## src/rtl/core/ccs_pkg.sv

```systemverilog
// Shared types and constants for the comment stripper.
// No dependencies; every other file of the block imports this package.
package ccs_pkg;

    localparam logic [7:0] CH_SLASH = 8'h2F;
    localparam logic [7:0] CH_STAR  = 8'h2A;
    localparam logic [7:0] CH_NL    = 8'h0A;

    typedef struct packed {
        logic [7:0] in_char;
        logic       in_last;
    } in_t;

    typedef struct packed {
        logic [7:0] out_char;
        logic       out_last;
    } out_t;

    typedef enum logic [2:0] {
        MODE_NORMAL     = 3'd0,
        MODE_SLASH      = 3'd1,
        MODE_LINE       = 3'd2,
        MODE_BLOCK      = 3'd3,
        MODE_BLOCK_STAR = 3'd4
    } mode_t;

    // Results of one item: how many (0..2) and their bytes in order.
    typedef struct packed {
        logic [1:0] num;
        logic [7:0] char0;
        logic [7:0] char1;
    } push_t;

endpackage

```

## src/rtl/core/ccs_fsm.sv

```systemverilog
// Scan mode register and per-byte decode of the comment stripper.
// Depends on ccs_pkg.
module ccs_fsm
    import ccs_pkg::*;
(
    input  logic  clk,
    input  logic  rst_n,
    input  logic  fire,
    input  in_t   item,
    output push_t push
);

    mode_t      mode_reg;
    mode_t      mode_next;
    logic [7:0] c;
    logic       is_slash;
    logic       is_star;
    logic       is_nl;

    assign c        = item.in_char;
    assign is_slash = (c == CH_SLASH);
    assign is_star  = (c == CH_STAR);
    assign is_nl    = (c == CH_NL);

    always_comb
    begin
        mode_next = mode_reg;
        unique case (mode_reg)
            MODE_SLASH:
            begin
                if (is_slash)
                    mode_next = MODE_LINE;
                else if (is_star)
                    mode_next = MODE_BLOCK;
                else
                    mode_next = MODE_NORMAL;
            end
            MODE_LINE:
            begin
                if (is_nl)
                    mode_next = MODE_NORMAL;
            end
            MODE_BLOCK, MODE_BLOCK_STAR:
            begin
                if (mode_reg == MODE_BLOCK_STAR && is_slash)
                    mode_next = MODE_NORMAL;
                else if (is_star)
                    mode_next = MODE_BLOCK_STAR;
                else
                    mode_next = MODE_BLOCK;
            end
            default:
            begin
                if (is_slash && !item.in_last)
                    mode_next = MODE_SLASH;
                else
                    mode_next = MODE_NORMAL;
            end
        endcase
        if (item.in_last)
            mode_next = MODE_NORMAL;
    end

    always_comb
    begin
        push.num   = 2'd0;
        push.char0 = c;
        push.char1 = c;
        unique case (mode_reg)
            MODE_SLASH:
            begin
                if (is_slash)
                begin
                    push.num   = 2'd1;
                    push.char0 = CH_NL;
                end
                else if (!is_star)
                begin
                    push.num   = 2'd2;
                    push.char0 = CH_SLASH;
                end
            end
            MODE_LINE:
            begin
                push.num = 2'd0;
            end
            MODE_BLOCK, MODE_BLOCK_STAR:
            begin
                if (is_nl)
                    push.num = 2'd1;
            end
            default:
            begin
                if (!is_slash || item.in_last)
                    push.num = 2'd1;
            end
        endcase
    end

    always_ff @(posedge clk or negedge rst_n)
    begin
        if (!rst_n)
            mode_reg <= MODE_NORMAL;
        else if (fire)
            mode_reg <= mode_next;
    end

endmodule

```

## src/rtl/core/ccs_obuf.sv

```systemverilog
// Four-entry result queue; takes up to two results per cycle, gives at most one.
// Depends on ccs_pkg.
module ccs_obuf
    import ccs_pkg::*;
(
    input  logic  clk,
    input  logic  rst_n,
    input  logic  fire,
    input  push_t push,
    output logic  room,
    output logic  out_valid,
    input  logic  out_ready,
    output out_t  out_data
);

    out_t       entry_reg [4];
    logic [1:0] wr_ptr_reg;
    logic [1:0] wr_ptr_next;
    logic [1:0] rd_ptr_reg;
    logic [1:0] rd_ptr_next;
    logic [2:0] count_reg;
    logic [2:0] count_next;
    logic [1:0] num;
    logic       pop;

    assign num       = fire ? push.num : 2'd0;
    assign out_valid = (count_reg != 3'd0);
    assign pop       = out_valid && out_ready;
    assign room      = (count_reg <= 3'd2);
    assign out_data  = entry_reg[rd_ptr_reg];

    assign wr_ptr_next = wr_ptr_reg + num;
    assign rd_ptr_next = rd_ptr_reg + {1'b0, pop};
    assign count_next  = count_reg + {1'b0, num} - {2'b00, pop};

    always_ff @(posedge clk)
    begin
        if (num != 2'd0)
        begin
            entry_reg[wr_ptr_reg].out_char <= push.char0;
            entry_reg[wr_ptr_reg].out_last <= (num == 2'd1);
        end
        if (num == 2'd2)
        begin
            entry_reg[wr_ptr_reg + 2'd1].out_char <= push.char1;
            entry_reg[wr_ptr_reg + 2'd1].out_last <= 1'b1;
        end
    end

    always_ff @(posedge clk or negedge rst_n)
    begin
        if (!rst_n)
        begin
            wr_ptr_reg <= 2'd0;
            rd_ptr_reg <= 2'd0;
            count_reg  <= 3'd0;
        end
        else
        begin
            wr_ptr_reg <= wr_ptr_next;
            rd_ptr_reg <= rd_ptr_next;
            count_reg  <= count_next;
        end
    end

endmodule

```

## src/rtl/core/c_comment_stripper_top.sv

```systemverilog
// Top level of the C comment stripper: input register, mode decode, result queue.
// Depends on ccs_pkg, ccs_fsm, ccs_obuf.
//
//   channel  direction  handshake             payload
//   in       input      in_valid / in_ready   in_data  (in_t: in_char, in_last)
//   out      output     out_valid / out_ready out_data (out_t: out_char, out_last)
//
// One byte per cycle while the queue has room; a byte that yields two results
// takes two queue entries. A byte taken in waits in the input register until
// the queue has room; its results are then written into the queue.
// The result queue holds four entries; input is taken while
// the input register is empty or is being consumed, which needs two free
// entries. Reset returns the scan mode to normal text and empties the queue.
module c_comment_stripper_top
    import ccs_pkg::*;
(
    input  logic clk,
    input  logic rst_n,
    input  logic in_valid,
    output logic in_ready,
    input  in_t  in_data,
    output logic out_valid,
    input  logic out_ready,
    output out_t out_data
);

    logic  in_valid_reg;
    logic  in_valid_next;
    in_t   in_data_reg;
    logic  room;
    logic  fire;
    push_t push;

    assign fire          = in_valid_reg && room;
    assign in_ready      = !in_valid_reg || fire;
    assign in_valid_next = (in_valid && in_ready) || (in_valid_reg && !fire);

    always_ff @(posedge clk or negedge rst_n)
    begin
        if (!rst_n)
            in_valid_reg <= 1'b0;
        else
            in_valid_reg <= in_valid_next;
    end

    always_ff @(posedge clk)
    begin
        if (in_valid && in_ready)
            in_data_reg <= in_data;
    end

    ccs_fsm u_fsm (
        .clk   (clk),
        .rst_n (rst_n),
        .fire  (fire),
        .item  (in_data_reg),
        .push  (push)
    );

    ccs_obuf u_obuf (
        .clk       (clk),
        .rst_n     (rst_n),
        .fire      (fire),
        .push      (push),
        .room      (room),
        .out_valid (out_valid),
        .out_ready (out_ready),
        .out_data  (out_data)
    );

endmodule

```

## config.mk

```make
export PLATFORM = sky130hd
export DESIGN_NAME = c_comment_stripper_top
export DESIGN_NICKNAME = d
export VERILOG_FILES = /design/src/rtl/core/ccs_pkg.sv /design/src/rtl/core/ccs_fsm.sv /design/src/rtl/core/ccs_obuf.sv /design/src/rtl/core/c_comment_stripper_top.sv
export SDC_FILE = /design/constraint.sdc
export NUM_CORES = 1
export LEC_CHECK = 0
export BUFFER_PORTS_ARGS = -buffer_cell sky130_fd_sc_hd__buf_4
export CORE_MARGIN = 1.5
export CORE_UTILIZATION = 35
export CTS_BUF_LIST = sky130_fd_sc_hd__clkbuf_8
export CTS_CLUSTER_DIAMETER = 200
export DETAILED_ROUTE_END_ITERATION = 10
export SETUP_SLACK_MARGIN = 0.4
export SYNTH_ARGS = -nofsm -noshare
export SYNTH_HDL_FRONTEND = slang
export SYNTH_SLANG_ARGS = --single-unit
export TNS_END_PERCENT = 20
```

## constraint.sdc

```tcl
create_clock -name clk -period 5.1 [get_ports clk]
set_input_delay 0.51 -clock clk [delete_from_list [all_inputs] [get_ports clk]]
set_output_delay 0.51 -clock clk [all_outputs]
set_load 0.1 [all_outputs]
```

==> results.md <==
* Status: completed
* ANT cells at 0
* Vias at roughly 2200
* Post CTS Setup Buffer Count at 0
* Maximum vdd drop at approximately 0.15 mV
* Post-synth top area cell: edfxtp_1
* Max reg flops at 36
* Synth area leaders: edfxtp_1 39%, dfrtp_1 8.7%, mux4_2 6.4%
* Fin crit period at 3170 ps
* Cell Chain, Critical Path: nor3b_4, nand3_4, nor2_4, inv_2, ha_1, fa_1, xor2_1, xnor2_1
* Initial DRC count at 235
* Wire per inst at 17.1 µm
* Detailed Route WL at between 6000 and 7000 µm
* Ys async rst share at between 10% and 20%
* Hold/Removal Path Class: in2async
* Largest delay share family, worst path: simple AND/OR/NAND/NOR gates
* Synth Area in Adders at about 2.1%
* RSZ-0062 raised after global routing: no
* Antenna violations before repair at 0
* Global placer's final weighted congestion at a little under 0.9
* Global route overflow at 0
* Synth Area per Inst at approximately 12 µm²
* Slew @ Worst Pin at about 860 ps
* Post-Synth XOR/XNOR Area at between 2 and 2.5%
* Critical path class: reg2reg
* Post-synth EDFFs at approximately 40
* Pwr dens at 594 nW/µm²
* CP max FO at 17
* First-pass GRT wire length at ~11000 µm
* Core Area at 8720 µm²
* DP Wirelength at between 4000 and 5000 µm
* CP startpoint kind: register
* Setup_tns at 0 ps
* CTS Root Cell: clkbuf_8
* Largest family of logic cells by synthesized area: compound AO/OA/AOI/OAI gates
* Final slew viol count at 0
* Number of global-route vias before repair at roughly 2200
* Leak Pwr at about 0.0011 µW
* CTS tree: yes
* Detailed-route DRC error count at 0
* Share of layout cells above drive strength 1 at between 20% and 30%
* GRT Util Overall at 14.3%
* Clock Path Buffers at 2
* Cell Area, Synth at roughly 3100 µm²
* #FFs+latches synth at 56
* Syn Inst Count at roughly 260
* TritonCTS Buffers at 5
* Clock sink total at 56
* Final hold violations at 0
* Worst Skew at approximately 8.6 ps
* Yosys warning count at 0
* Arrival @ worst endpoint at 3370 ps
* Compound-cell area share of the yosys netlist at between 10% and 20%
* Commonest cells in the netlist: 41 x edfxtp_1, 26 x nand2_1, 22 x o21ai_0
* Area delta synth->final at 9.70%
* Mux cell area share after synthesis at 6.44%
* CP endpoint kind: register
* Worst skew pair latency at ~310 ps
* Most used DFF post-synth: edfxtp_1
* Post-cts sizing count at 0
* CP peak stage delay at around 700 ps
* Post-Synth Simple-Gate Area at approximately 14%
* Final ANT Viol Nets at 0
* Sequential fraction of the synthesis area at ~50%
* Rel. slew slack at about 43%
* Critical Path RT at between 5000 and 6000 ps
* Die area at ~9600 µm²
* Setup violators final at 0
* Hold slack at 16.5 ps
* Initial Util at a little over a third
* Synth unique cells at 60
* Site Rows at 34
* Top-level port count at 24
* Max-cap viol count at 0
* F_max at around 0.32 GHz
* H-tree Lvls at 2
* Via-to-Cell Ratio at around 5.8
* CTS clk-pin slew, worst paths at approximately 100 ps
* Synth Net Count at approximately 280
* Cts hold-fix bufs at 0
* Die H at 97.8 µm
* # port buffers at 23
* Final worst-path cycle share at between 60% and 70%
* PnR Total Power at roughly 2000 µW
* CP max stage cell: nor3b_4
* Count leader, synth: edfxtp_1
* Largest net degree at the start of global routing at 21
* Nets at slightly below 300
* Die W at a little under 100 µm
* Top cell type's share of synthesized area at between 30% and 40%
* DRT Pass-1 Iters at 5
* CP bufs+invs at 1
## per-layer routing
layer | GRT usage (%) | vias up | wire length, µm
met5 | 0 | - | 0
met4 | 5.82 | 0 | 159
met3 | 2.58 | 16 | 430
met2 | 22.9 | 101 | 3090
met1 | 19.2 | 1066 | 2920
li1 | - | 1046 | -
## power by group
| group | internal (µW) | leakage (µW) | switching [µW] |
|---|---|---|---|
| Sequential | 621 | 0.000562 | 148 |
| Combinational | 295 | 0.000512 | 737 |
| Clock | 101 | 0.0000463 | 149 |
| Total | 1020 | 0.00112 | 1030 |
## layout make-up
class	count	area, µm²
multi-input combinational	183	1430
sequential	56	1590
tap	108	135
fill	840	5270
timing repair buffer	23	173
clock buffer	5	68.8
clock inverter	3	27.5
inverter	9	33.8
## final timing paths
path / from / depth (start not counted) / slack [ps] / to
min: rst_n / 1 / 20 / u_fsm.mode_reg[0]$_DFFE_PN0P_
max reg2reg: u_fsm.mode_reg[0]$_DFFE_PN0P_ / 8 / 1930 / u_obuf.count_reg[2]$_DFF_PN0_
min in group clk: in_data[5] / 1 / 370 / in_data_reg[5]$_DFFE_PP_
max: u_fsm.mode_reg[0]$_DFFE_PN0P_ / 8 / 1930 / u_obuf.count_reg[2]$_DFF_PN0_
min reg2reg: u_obuf.entry_reg[1][0]$_SDFFE_PP1P_ / 2 / 520 / u_obuf.entry_reg[1][0]$_SDFFE_PP1P_
max in group asynchronous: rst_n / 1 / 4930 / u_obuf.wr_ptr_reg[1]$_DFF_PN0_
## logic make-up after synthesis
logic type | Yosys count
muxes | 9
adders and majority gates | 5
buffers and inverters | 25
xor gates and xnor gates | 8
and+or+nand+nor | 72
DFF | 56
AOI/OAI and AO/OA | 89
## per-stage QoR
stage	instances	setup WS [ps]	util (%)	cell area, µm²
2_1_floorplan	264	2240	-	3150
3_3_place_gp	379	2120	38.5	3360
6_report	387	1930	39.6	3450
3_5_place_dp	379	1960	38.5	3360
5_1_grt	387	1760	39.6	3450
4_1_cts	387	1930	39.6	3450
## cell usage in the layout (no fill, tap or decap), types with 2 or more instances in the layout
master and n:
a211oi_1 4, a21oi_1 17, a22oi_1 3, a31oi_1 3, a31oi_4 2, and2_1 2, buf_4 23, clkbuf_8 5
dfrtp_1 11, dfxtp_1 4, edfxtp_1 41, ha_1 3, inv_1 8, mux4_2 9, nand2_1 26, nand2b_1 4
nand3_1 7, nand3_4 2, nor2_1 9, nor2b_1 2, nor3_1 2, nor3_2 2, nor4_1 3, nor4b_2 2
o211ai_1 4, o21ai_0 22, o21ai_1 6, o21bai_1 2, o2bb2ai_1 4, o31ai_1 10, or2_2 2, xnor2_1 4
xor2_1 3
(Power assumes the default switching activity.)
